--- src/rwcl_pkg.sv ---
`timescale 1ns / 1ps
`default_nettype none

package rwcl_pkg;

	localparam int unsigned BYTE_W = 8;
	localparam int unsigned WORD_W = 32;
	localparam int unsigned KIND_W = 3;
	localparam int unsigned STAT_W = 3;
	localparam int unsigned HDR_LEN = 8;

	localparam logic [WORD_W-1:0] TAG_RIFF = 32'h5249_4646;
	localparam logic [WORD_W-1:0] TAG_WAVE = 32'h5741_5645;
	localparam logic [WORD_W-1:0] TAG_FMT  = 32'h666D_7420;
	localparam logic [WORD_W-1:0] TAG_FACT = 32'h6661_6374;
	localparam logic [WORD_W-1:0] TAG_CUE  = 32'h6375_6520;
	localparam logic [WORD_W-1:0] TAG_PLST = 32'h706C_7374;
	localparam logic [WORD_W-1:0] TAG_LIST = 32'h4C49_5354;
	localparam logic [WORD_W-1:0] TAG_DATA = 32'h6461_7461;

	localparam logic [KIND_W-1:0] KIND_FMT   = 3'd0;
	localparam logic [KIND_W-1:0] KIND_FACT  = 3'd1;
	localparam logic [KIND_W-1:0] KIND_CUE   = 3'd2;
	localparam logic [KIND_W-1:0] KIND_PLST  = 3'd3;
	localparam logic [KIND_W-1:0] KIND_LIST  = 3'd4;
	localparam logic [KIND_W-1:0] KIND_DATA  = 3'd5;
	localparam logic [KIND_W-1:0] KIND_OTHER = 3'd6;

	localparam logic [STAT_W-1:0] ST_RUNNING  = 3'd0;
	localparam logic [STAT_W-1:0] ST_DONE_OK  = 3'd1;
	localparam logic [STAT_W-1:0] ST_NOT_RIFF = 3'd2;
	localparam logic [STAT_W-1:0] ST_NOT_WAVE = 3'd3;
	localparam logic [STAT_W-1:0] ST_NO_FMT   = 3'd4;
	localparam logic [STAT_W-1:0] ST_EARLY_END = 3'd5;

	typedef enum logic [2:0] {
		PH_PRELUDE = 3'b001,
		PH_WALK    = 3'b010,
		PH_DONE    = 3'b100
	} phase_t;

	typedef struct packed {
		logic                record_valid;
		logic [KIND_W-1:0]   chunk_kind;
		logic [WORD_W-1:0]   data_offset;
		logic [WORD_W-1:0]   chunk_length;
		logic                truncated;
		logic [STAT_W-1:0]   status;
	} record_t;

	function automatic logic [KIND_W-1:0] kind_of(input logic [WORD_W-1:0] tag);
		logic [KIND_W-1:0] k;
		case (tag)
			TAG_FMT:  k = KIND_FMT;
			TAG_FACT: k = KIND_FACT;
			TAG_CUE:  k = KIND_CUE;
			TAG_PLST: k = KIND_PLST;
			TAG_LIST: k = KIND_LIST;
			TAG_DATA: k = KIND_DATA;
			default:  k = KIND_OTHER;
		endcase
		return k;
	endfunction

endpackage

`default_nettype wire

--- src/rwcl_byte_if.sv ---
`timescale 1ns / 1ps
`default_nettype none

interface rwcl_byte_if;
	import rwcl_pkg::*;

	logic              valid;
	logic              ready;
	logic [BYTE_W-1:0] data_byte;
	logic              start_of_buffer;

	modport source (output valid, data_byte, start_of_buffer, input ready);
	modport sink (input valid, data_byte, start_of_buffer, output ready);
endinterface

`default_nettype wire

--- src/rwcl_rec_if.sv ---
`timescale 1ns / 1ps
`default_nettype none

interface rwcl_rec_if;
	import rwcl_pkg::*;

	logic              valid;
	logic              ready;
	logic              record_valid;
	logic [KIND_W-1:0] chunk_kind;
	logic [WORD_W-1:0] data_offset;
	logic [WORD_W-1:0] chunk_length;
	logic              truncated;
	logic [STAT_W-1:0] status;

	modport source (
		output valid, record_valid, chunk_kind, data_offset, chunk_length, truncated, status,
		input ready
	);
	modport sink (
		input valid, record_valid, chunk_kind, data_offset, chunk_length, truncated, status,
		output ready
	);
endinterface

`default_nettype wire

--- src/rwcl_cfg_if.sv ---
`timescale 1ns / 1ps
`default_nettype none

interface rwcl_cfg_if;
	import rwcl_pkg::*;

	logic              valid;
	logic              ready;
	logic [WORD_W-1:0] data;

	modport source (output valid, data, input ready);
	modport sink (input valid, data, output ready);
endinterface

`default_nettype wire

--- src/riff_wave_chunk_locator.sv ---
// RIFF/WAVE chunk header locator.
// byte_stream carries the file one byte per word, first byte flagged by
// start_of_buffer; each flagged byte restarts the parse at offset zero.
// records carries one word per completed chunk header (kind, data offset,
// length, clamped except for fmt) and one word per failed tag check, each
// with a status code. Bytes that complete nothing produce no word.
// cfg writes buffer_length, the total file size; write it between files.
// A byte's record passes through the input register, then the result
// register. The block takes one byte per cycle unless a held record stalls
// it, with the single decode stage between those two registers.
// A stalled receiver holds the record; the input register still takes one
// more byte, and bytes that yield no record keep flowing past the stall.
// Reset clears the parse state, the byte offset and buffer_length; the first
// byte after reset counts as offset zero even without the start flag.
// After success or an error, bytes are dropped until the next start flag.
`timescale 1ns / 1ps
`default_nettype none

module riff_wave_chunk_locator (
	input  wire            clk,
	input  wire            arst_n,
	rwcl_cfg_if.sink       cfg,
	rwcl_byte_if.sink      byte_stream,
	rwcl_rec_if.source     records
);
	import rwcl_pkg::*;

	logic [WORD_W-1:0] buf_len_q;

	logic              valid_s1;
	logic [BYTE_W-1:0] byte_s1;
	logic              sob_s1;

	logic [WORD_W-1:0] off_q;
	phase_t            phase_q;
	logic [WORD_W-1:0] wa_q;
	logic [WORD_W-1:0] tag_q;
	logic [WORD_W-1:0] nho_q;

	logic [WORD_W-1:0] off_e, wa_e, tag_e, nho_e;
	phase_t            phase_e;
	logic [WORD_W-1:0] off_n, wa_n, tag_n, nho_n;
	phase_t            phase_n;
	logic [WORD_W-1:0] tag_sh, wa_base, k;
	logic [4:0]        lane_sh;
	logic [WORD_W:0]   sum20, sum28, doff;
	logic [WORD_W+1:0] dend, walk_end;
	logic [WORD_W:0]   len33;
	logic              clamp, trunc;
	logic [KIND_W-1:0] kind;
	logic [WORD_W-1:0] size;
	logic              has_res;
	record_t           res;

	logic              out_valid_q;
	record_t           out_q;
	logic              advance, in_fire;

	assign cfg.ready = 1'b1;

	always_ff @(posedge clk or negedge arst_n) begin
		if (!arst_n) begin
			buf_len_q <= '0;
		end else if (cfg.valid) begin
			buf_len_q <= cfg.data;
		end
	end

	// a held record blocks the stage only if this byte makes another one
	assign advance = valid_s1 && (!has_res || !out_valid_q || records.ready);
	assign byte_stream.ready = !valid_s1 || advance;
	assign in_fire = byte_stream.valid && byte_stream.ready;

	always_ff @(posedge clk or negedge arst_n) begin
		if (!arst_n) begin
			valid_s1 <= 1'b0;
		end else if (in_fire) begin
			valid_s1 <= 1'b1;
		end else if (advance) begin
			valid_s1 <= 1'b0;
		end
	end

	always_ff @(posedge clk) begin
		if (in_fire) begin
			byte_s1 <= byte_stream.data_byte;
			sob_s1  <= byte_stream.start_of_buffer;
		end
	end

	always_comb begin
		off_e   = sob_s1 ? '0 : off_q;
		phase_e = sob_s1 ? PH_PRELUDE : phase_q;
		wa_e    = sob_s1 ? '0 : wa_q;
		tag_e   = sob_s1 ? '0 : tag_q;
		nho_e   = sob_s1 ? '0 : nho_q;

		off_n   = off_e + 32'd1;
		phase_n = phase_e;
		wa_n    = wa_e;
		tag_n   = tag_e;
		nho_n   = nho_e;

		tag_sh  = {tag_e[WORD_W-BYTE_W-1:0], byte_s1};
		k       = off_e - nho_e;
		lane_sh = '0;
		wa_base = wa_e;
		len33   = {1'b0, buf_len_q};
		sum20   = '0;
		sum28   = '0;
		clamp   = 1'b0;
		doff    = '0;
		dend    = '0;
		walk_end = '0;
		trunc   = 1'b0;
		size    = '0;
		kind    = kind_of(tag_e);
		has_res = 1'b0;
		res     = '0;

		case (phase_e)
			PH_PRELUDE: begin
				if (off_e < 32'd4 || (off_e >= 32'd8 && off_e < 32'd16)) begin
					tag_n = tag_sh;
				end
				if (off_e >= 32'd16 && off_e < 32'd20) begin
					lane_sh = {off_e[1:0], 3'b000};
					wa_base = (off_e == 32'd16) ? '0 : wa_e;
					wa_n = wa_base;
					wa_n[lane_sh +: BYTE_W] = wa_base[lane_sh +: BYTE_W] | byte_s1;
				end
				if (off_e == 32'd3 && tag_n != TAG_RIFF) begin
					has_res = 1'b1;
					res.status = ST_NOT_RIFF;
					phase_n = PH_DONE;
				end else if (off_e == 32'd11 && tag_n != TAG_WAVE) begin
					has_res = 1'b1;
					res.status = ST_NOT_WAVE;
					phase_n = PH_DONE;
				end else if (off_e == 32'd15 && tag_n != TAG_FMT) begin
					has_res = 1'b1;
					res.status = ST_NO_FMT;
					phase_n = PH_DONE;
				end else if (off_e == 32'd19) begin
					sum20 = {1'b0, wa_n} + 33'd20;
					sum28 = {1'b0, wa_n} + 33'd28;
					clamp = sum20 > len33;
					nho_n = clamp ? buf_len_q : sum20[WORD_W-1:0];
					has_res = 1'b1;
					res.record_valid = 1'b1;
					res.chunk_kind   = KIND_FMT;
					res.data_offset  = 32'd20;
					res.chunk_length = wa_n;
					// a clamped end always leaves no room for another header
					if (sum28 >= len33) begin
						res.status = ST_EARLY_END;
						phase_n = PH_DONE;
					end else begin
						res.status = ST_RUNNING;
						phase_n = PH_WALK;
					end
				end
			end
			PH_WALK: begin
				if (off_e >= nho_e) begin
					if (k < 32'd4) begin
						tag_n = tag_sh;
					end else if (k < 32'd8) begin
						lane_sh = {k[1:0], 3'b000};
						wa_base = (k == 32'd4) ? '0 : wa_e;
						wa_n = wa_base;
						wa_n[lane_sh +: BYTE_W] = wa_base[lane_sh +: BYTE_W] | byte_s1;
						if (k == 32'd7) begin
							doff = {1'b0, nho_e} + 33'd8;
							dend = {1'b0, doff} + {2'b00, wa_n};
							walk_end = {2'b00, nho_e} + {2'b00, wa_n} + 34'd16;
							trunc = dend >= {1'b0, len33};
							if (trunc) begin
								size = (len33 > doff) ? buf_len_q - doff[WORD_W-1:0] : '0;
							end else begin
								size = wa_n;
							end
							has_res = 1'b1;
							res.record_valid = 1'b1;
							res.chunk_kind   = kind;
							res.data_offset  = doff[WORD_W-1:0];
							res.chunk_length = size;
							res.truncated    = trunc;
							if (kind == KIND_DATA) begin
								res.status = ST_DONE_OK;
								phase_n = PH_DONE;
							end else if (trunc || walk_end >= {1'b0, len33}) begin
								res.status = ST_EARLY_END;
								phase_n = PH_DONE;
							end else begin
								res.status = ST_RUNNING;
								nho_n = dend[WORD_W-1:0];
							end
						end
					end
				end
			end
			default: begin
			end
		endcase
	end

	always_ff @(posedge clk or negedge arst_n) begin
		if (!arst_n) begin
			off_q   <= '0;
			phase_q <= PH_PRELUDE;
			wa_q    <= '0;
			tag_q   <= '0;
			nho_q   <= '0;
		end else if (advance) begin
			off_q   <= off_n;
			phase_q <= phase_n;
			wa_q    <= wa_n;
			tag_q   <= tag_n;
			nho_q   <= nho_n;
		end
	end

	always_ff @(posedge clk or negedge arst_n) begin
		if (!arst_n) begin
			out_valid_q <= 1'b0;
		end else if (advance && has_res) begin
			out_valid_q <= 1'b1;
		end else if (records.ready) begin
			out_valid_q <= 1'b0;
		end
	end

	always_ff @(posedge clk) begin
		if (advance && has_res) begin
			out_q <= res;
		end
	end

	assign records.valid        = out_valid_q;
	assign records.record_valid = out_q.record_valid;
	assign records.chunk_kind   = out_q.chunk_kind;
	assign records.data_offset  = out_q.data_offset;
	assign records.chunk_length = out_q.chunk_length;
	assign records.truncated    = out_q.truncated;
	assign records.status       = out_q.status;

endmodule

`default_nettype wire
--- src/flat_wrapper.sv ---
// flat-port wrapper written by rule: the top's interface ports become plain ports
module riff_wave_chunk_locator_flat import rwcl_pkg::*;
  (clk, arst_n, cfg_valid, cfg_data, cfg_ready, byte_stream_valid, byte_stream_data_byte, byte_stream_start_of_buffer, byte_stream_ready, records_valid, records_record_valid, records_chunk_kind, records_data_offset, records_chunk_length, records_truncated, records_status, records_ready);
  rwcl_cfg_if cfg_i ();
  rwcl_byte_if byte_stream_i ();
  rwcl_rec_if records_i ();
  input  wire clk;
  input  wire arst_n;
  input wire logic [$bits(cfg_i.valid)-1:0] cfg_valid;
  input wire logic [$bits(cfg_i.data)-1:0] cfg_data;
  output wire logic [$bits(cfg_i.ready)-1:0] cfg_ready;
  input wire logic [$bits(byte_stream_i.valid)-1:0] byte_stream_valid;
  input wire logic [$bits(byte_stream_i.data_byte)-1:0] byte_stream_data_byte;
  input wire logic [$bits(byte_stream_i.start_of_buffer)-1:0] byte_stream_start_of_buffer;
  output wire logic [$bits(byte_stream_i.ready)-1:0] byte_stream_ready;
  output wire logic [$bits(records_i.valid)-1:0] records_valid;
  output wire logic [$bits(records_i.record_valid)-1:0] records_record_valid;
  output wire logic [$bits(records_i.chunk_kind)-1:0] records_chunk_kind;
  output wire logic [$bits(records_i.data_offset)-1:0] records_data_offset;
  output wire logic [$bits(records_i.chunk_length)-1:0] records_chunk_length;
  output wire logic [$bits(records_i.truncated)-1:0] records_truncated;
  output wire logic [$bits(records_i.status)-1:0] records_status;
  input wire logic [$bits(records_i.ready)-1:0] records_ready;
  assign cfg_i.valid = cfg_valid;
  assign cfg_i.data = cfg_data;
  assign cfg_ready = cfg_i.ready;
  assign byte_stream_i.valid = byte_stream_valid;
  assign byte_stream_i.data_byte = byte_stream_data_byte;
  assign byte_stream_i.start_of_buffer = byte_stream_start_of_buffer;
  assign byte_stream_ready = byte_stream_i.ready;
  assign records_valid = records_i.valid;
  assign records_record_valid = records_i.record_valid;
  assign records_chunk_kind = records_i.chunk_kind;
  assign records_data_offset = records_i.data_offset;
  assign records_chunk_length = records_i.chunk_length;
  assign records_truncated = records_i.truncated;
  assign records_status = records_i.status;
  assign records_i.ready = records_ready;
  riff_wave_chunk_locator u_core (.clk(clk), .arst_n(arst_n), .cfg(cfg_i), .byte_stream(byte_stream_i), .records(records_i));
endmodule
--- config.mk ---
export PLATFORM = sky130hd
export DESIGN_NAME = riff_wave_chunk_locator_flat
export DESIGN_NICKNAME = d
export VERILOG_FILES = /design/src/rwcl_pkg.sv /design/src/rwcl_byte_if.sv /design/src/rwcl_rec_if.sv /design/src/rwcl_cfg_if.sv /design/src/riff_wave_chunk_locator.sv /design/src/flat_wrapper.sv
export SDC_FILE = /design/constraint.sdc
export NUM_CORES = 2
export LEC_CHECK = 0
export ABC_AREA = 1
export BUFFER_PORTS_ARGS = -buffer_cell sky130_fd_sc_hd__buf_2
export CORE_MARGIN = 3
export CORE_UTILIZATION = 45
export DETAILED_ROUTE_END_ITERATION = 6
export PLACE_DENSITY = 0.69
export SYNTH_ARGS = -nofsm -noshare
export SYNTH_HDL_FRONTEND = slang
export SYNTH_SLANG_ARGS = --single-unit
--- constraint.sdc ---
create_clock -name clk -period 13.95 [get_ports clk]
set_input_delay 2.0925 -clock clk [delete_from_list [all_inputs] [get_ports clk]]
set_output_delay 2.0925 -clock clk [all_outputs]
set_load 0.02 [all_outputs]
# == Word level (Yosys, flattened, before mapping) ==
# Index checks and enable logic that the tools add are counted.
# word_totals
register_bits,246
input_bits,46
out_inout_bits,75
elab_cells,167
# op_classes
add_sub_neg,11
order_cmp,13
n_eq_ne,19
n_shift,6
muxes,77
n_bitwise,6
n_reduce_logical,19
# op_table
cell,count
$mux W32,28
$mux W72,4
$mux W68,4
$eq A32 B31 Y1 const B,6
$pmux W32 S2,3
$pmux W68 S2,1
$ne A32 B31 Y1 const B,3
$ge A34 B32 Y1,2
$add A32 B5 Y33 const B,2
$bwmux W32,2
$eq A32 B3 Y1 const B,2
$eq A32 B4 Y1 const B,2
$eq A32 B5 Y1 const B,2
$lt A32 B3 Y1 const B,2
$lt A32 B5 Y1 const B,2
$shift A8 B7 Y32 const A,2
$shiftx A32 B6 Y8,2
$shiftx A8 B7 Y32,2
$sub A32 B32 Y32,2
$mux W3,19
$add A33 B32 Y34,1
$add A34 B5 Y34 const B,1
$add A32 B32 Y33,1
$add A32 B4 Y33 const B,1
other kinds (24),55

# == Depth between registers and ports, before layout ==
# depth
word_depth,19
mapped_depth,71
mapped_depth_nobuf,65

# == Worst setup path before layout ==
# No wires, ideal clock.
# synth_timing
path_kind,reg-to-reg
startpoint,register u_core.sob_s1
endpoint,register u_core.nho_q[3]
setup_ps,77
arrival_time_ps,8797
required_ps,13873
path_slack_ps,5076
path_stages_with_launch,68
path_buffers,8
period_less_slack_ps,8874
cell_sequence,edfxtp_1 -> buf_2 -> buf_6 -> clkbuf_1 -> buf_1 -> clkbuf_1 -> nor2_1 -> inv_1 -> ha_1 -> nand2_1 -> nand2_1 -> inv_1 -> nand2_1 -> nand2_1 -> nand2_1 -> nand2_1 -> nand2_1 -> nand2_1 -> [32 not listed] -> xnor2_1 -> inv_1 -> ha_1 -> nand2_1 -> or4_1 -> nor3_1 -> a221o_1 -> nor2_1 -> nand4_1 -> nor2_2 -> nand3_1 -> nand2_1 -> nand2_1 -> buf_6 -> nand2_1 -> nand2_1 -> nor2_1 -> a21oi_1
# synth_via
elab_chain_cells,19
word_cells_on_any_way,92
classes_between,add/sub: 8; order compare: 11; eq/ne: 19; shift: 6; mux: 35; bitwise: 2; reduce/logical: 11
# synth_lines
item,line_no,rtl
"start, declared",riff_wave_chunk_locator.sv:32,logic sob_s1;
"start signal, assigned",riff_wave_chunk_locator.sv:87,sob_s1 <= byte_stream.start_of_buffer;
$mux W32 (on tied branches),"riff_wave_chunk_locator.sv:92, riff_wave_chunk_locator.sv:96",
$sub A32 B32 Y32,riff_wave_chunk_locator.sv:105,k = off_e - nho_e;
$eq A32 B3 Y1,riff_wave_chunk_locator.sv:170,wa_base = (k == 32'd4) ? '0 : wa_e;
$mux W32,riff_wave_chunk_locator.sv:170,
$shiftx A32 B6 Y8,riff_wave_chunk_locator.sv:172,wa_n[lane_sh +: BYTE_W] = wa_base[lane_sh +: BYTE_W] | byte_s1;
$or A8 B8 Y8,riff_wave_chunk_locator.sv:172,
$shiftx A8 B7 Y32,riff_wave_chunk_locator.sv:172,
$bwmux W32,riff_wave_chunk_locator.sv:172,
[3 not listed],n/a,
$logic_or A1 B1 Y1,riff_wave_chunk_locator.sv:192,"end else if (trunc || walk_end >= {1'b0, len33}) begin"
$mux W32,riff_wave_chunk_locator.sv:192,
$mux W32,riff_wave_chunk_locator.sv:189,if (kind == KIND_DATA) begin
$mux W32,riff_wave_chunk_locator.sv:173,if (k == 32'd7) begin
$mux W32,riff_wave_chunk_locator.sv:168,end else if (k < 32'd8) begin
$mux W32,riff_wave_chunk_locator.sv:166,if (k < 32'd4) begin
$mux W32,riff_wave_chunk_locator.sv:165,if (off_e >= nho_e) begin
$pmux W32 S2,riff_wave_chunk_locator.sv:121,case (phase_e)
"end signal, assigned",riff_wave_chunk_locator.sv:220,nho_q <= nho_n;
"end, declared",riff_wave_chunk_locator.sv:38,logic [WORD_W-1:0] nho_q;
# Parallel ways exist; a longest one is shown, timed or not. The select of a mux whose other input is x is not followed.
# A chain may end at the register's enable or synchronous reset.

# == Final worst setup path ==
# layout_timing
startpoint,register u_core.sob_s1
endpoint,register u_core.nho_q[31]
# Same word-level chain as after synthesis.

==> flow_summary.json <==
{
  "status": "finished, violations left",
  "violations": "design-rule violations",
  "ir_drop_mv": 0.0986,
  "r2r_cells": 62,
  "tightestPinTransition_ns": 1.37,
  "path_depth": 62,
  "start_util_pct": 46.0,
  "netSwitchingPower_w": 0.00163,
  "reg2reg_to": "u_core.nho_q[31]",
  "synthCells": 5083,
  "cts-resized-gates": 0,
  "end_kind": "flop",
  "synth_edf_count": 81,
  "switching_share_pct": 47.8,
  "met1_usage_pct": 53.7,
  "setup-tns-final_ns": 0,
  "synthesis.nets": 5369,
  "slowest_stage": "buf_4",
  "crit_end": "u_core.nho_q[31]",
  "wl_per_cell_um": 23.8,
  "nFillCells": 7169,
  "synthArstFlopShare_pct": 67.1,
  "routed_via_density": 5.95,
  "pre_cts_slack_ns": 2.79,
  "synth_top_family_by_area": "simple AND/OR/NAND/NOR gates",
  "critPathKind": "flop to flop",
  "htree_levels": 2,
  "synth-compound-area-share_pct": 15.3,
  "rsz0062_at_grt": "false",
  "grt_usage_pct": 39.2,
  "fmax_mhz": 85.7,
  "hpwl_um": 114000,
  "timing.rr.start": "u_core.sob_s1",
  "pin_count": 121,
  "drc_errors": 15,
  "use_met2_pct": 56.8,
  "cts_root_buf": "clkbuf_16",
  "cts_setup_buffers": 0,
  "final-hold-violation-count": 0,
  "synth-xor-area-share_pct": 5.01,
  "insertedDiodeCount": 0,
  "crit_path_frequent_cell": "nand2_1",
  "rows": 94,
  "reg2reg_slack_ns": 2.28,
  "fin_crit_ns": 11.67,
  "antenna_found_initial": 5,
  "hold_start": "u_core.tag_q[16]",
  "avgSynthCellArea_sq_um": 6.02,
  "fp.dieW_um": 267,
  "start_kind": "flop",
  "slew_violations": 0,
  "seq_area_sq_um": 6560,
  "hold_buffers": 0,
  "fin_crit_sh_pct": 83.6,
  "p_int_w": 0.00179,
  "synth_cell_types": 66,
  "port-buffer-count": 119,
  "synthAdderAreaFrac_pct": 9.89,
  "area_delta_synth_final_pct": 8.10,
  "overflow": 0,
  "timing.final.ws_setup_ns": 2.28,
  "required_ns": 14.40,
  "synthFlopType": "dfrtp_1",
  "die_h_um": 267,
  "grt_max_degree": 72,
  "crit_start": "u_core.sob_s1",
  "vias": 35800,
  "syn-cell-area_sq_um": 30600,
  "cp.arrival_ns": 12.11,
  "slowest_delay_ns": 0.58,
  "multi_input_area_sq_um": 20700,
  "cts.sinks": 246,
  "yosysWarnings": 0,
  "power_frac_comb_pct": 48.7,
  "p_leak_nw": 16.8,
  "cts_inserted_buffers": 35,
  "grt_pass1_wl_um": 208000,
  "grt_pass1_vias": 32200,
  "max-cap-violations": 0,
  "use_met3_pct": 8.37,
  "core_area_sq_um": 66600,
  "yosysSeqAreaShare_pct": 21.4,
  "finalSetupViolCount": 0,
  "pwr-share-clk_pct": 26.5,
  "drtIter0Drc": 5145,
  "busiest_layer": "met2",
  "first_pass_iters": 7,
  "power_density_nw_per_um2": 103,
  "nNetsFinal": 5418,
  "hold_class": "flop to flop",
  "maxSlewHeadroom_pct": 8.00,
  "gp_congestion": 1.10,
  "ys_ff_latch": 246,
  "wl_um": 143000,
  "cts_tree": "yes",
  "clock_latency_ns": 0.58,
  "clockBufferDepth": 3,
  "skew_ns": 0.0338,
  "muxShareOfSynthArea_pct": 0,
  "crit_family": "simple AND/OR/NAND/NOR gates",
  "cp_max_fo": 56,
  "seqPwrFrac_pct": 24.8,
  "drive_gt1_share_pct": 5.68,
  "antenna_left": 0,
  "worst-path-buf-inv": 8,
  "dieArea_sq_um": 71200,
  "clk_pin_slew_ns": 0.05,
  "synth-simple-area-share_pct": 37.2
}
## worst reg2reg max path, delay by kind of cell, from the launching register on
family	cells	cell delay (ns)
buf+inv	8	1.90
flops	1	0.37
xor+xnor	2	0.58
simple gates	44	6.59
fa+ha+maj	4	1.28
compound gates	4	0.81
## stage by stage
stage	hold slack (ns)	total power (W)	cells	cell area, sq um	util (%)
6_report	0.478	0.00342	6021	33100	49.7
5_1_grt	0.509	0.00359	6021	33100	49.7
4_1_cts	0.480	0.00336	6021	33100	49.7
3_5_place_dp	0.466	0.00245	5959	32000	48.0
3_3_place_gp	0.463	0.00245	5959	32000	48.0
2_1_floorplan	0.449	0.00188	5083	30600	-
## state kept, by name, indices dropped and copies added (netlist names)
register,cells
u_core.phase_q,3
u_core.valid_s1,1
u_core.records.data_offset,32
u_core.tag_q,32
u_core.byte_s1,8
u_core.records.status,3
u_core.wa_q,32
u_core.records.record_valid,1
u_core.records.valid,1
u_core.buf_len_q,32
u_core.sob_s1,1
u_core.records.truncated,1
u_core.records.chunk_length,32
u_core.records.chunk_kind,3
u_core.nho_q,32
u_core.off_q,32
## layout make-up
class / count / area share [%]
Tap cell: 864 / 3.27
Clock buffer: 48 / 2.86
Timing Repair Buffer: 164 / 2.85
Multi-Input combinational cell: 3971 / 62.6
Sequential cell: 246 / 19.8
Inverter: 714 / 8.12
Clock inverter: 14 / 0.514
## layout by cell type, fill, tap and decap left out, drive strengths merged, types with 12 or more instances in the layout
| master | netlist | routed |
|---|---|---|
| nand2 | 1469 | 1469 |
| dfrtp | 164 | 164 |
| clkbuf | 80 | 49 |
| nand3 | 314 | 314 |
| buf | 72 | 163 |
| nor4 | 46 | 46 |
| a22oi | 18 | 18 |
| edfxtp | 81 | 81 |
| o211ai | 53 | 53 |
| o21bai | 13 | 13 |
| clkinv | 6 | 14 |
| nand3b | 15 | 15 |
| o22ai | 34 | 34 |
| o21a | 17 | 17 |
| ha | 237 | 237 |
| xnor2 | 42 | 42 |
| a31oi | 12 | 12 |
| nor3 | 102 | 102 |
| inv | 708 | 711 |
| nand4 | 118 | 118 |
| xor2 | 133 | 133 |
| a21oi | 279 | 279 |
| nor2 | 627 | 627 |
| o21ai | 372 | 372 |
## power by group through the flow
stage	Sequential (W)	Combinational, W	Clock, W
6_report	0.000849	0.00167	0.000907
5_1_grt	0.000854	0.00179	0.000944
4_1_cts	0.000846	0.00160	0.000915
3_5_place_dp	0.000859	0.00159	0
3_3_place_gp	0.000858	0.00159	0
2_1_floorplan	0.000850	0.00103	0
## worst min path at each step
| stage | to | slack (ns) | cells past startpoint |
|---|---|---|---|
| after floorplan | u_core.nho_q[0] | 0.45 | 2 |
| after global placement | u_core.tag_q[16] | 0.46 | 2 |
| after detailed placement | u_core.tag_q[22] | 0.47 | 2 |
| after CTS | u_core.tag_q[16] | 0.48 | 2 |
| after global routing | u_core.nho_q[27] | 0.51 | 2 |
| final | u_core.tag_q[16] | 0.48 | 2 |
## metal layers
metal	vias up	routed length [um]
li1	16800	-
met1	16400	57700
met2	2274	57500
met3	417	17400
met4	8	10400
met5	-	58
## kinds of logic after synthesis
| kind of cell | after synthesis |
|---|---|
| simple gates | 2713 |
| buf+inv | 866 |
| compound gates | 842 |
| flops | 246 |
| fa+ha+maj | 240 |
| xor+xnor | 175 |
| other cells | 1 |
## cell usage after synthesis, drive strengths merged, types with 46 or more instances
library cell	count	area, sq um
buf	72	422
dfrtp	164	4100
nor4	46	307
nand3	314	1580
ha	237	2970
o21ai	372	1870
edfxtp	81	2430
inv	708	2660
o211ai	53	398
a21oi	279	1410
nor2	627	2420
nand2	1469	5540
clkbuf	80	300
nand4	118	738
xor2	133	1160
nor3	102	547
(Power assumes the default switching activity.)
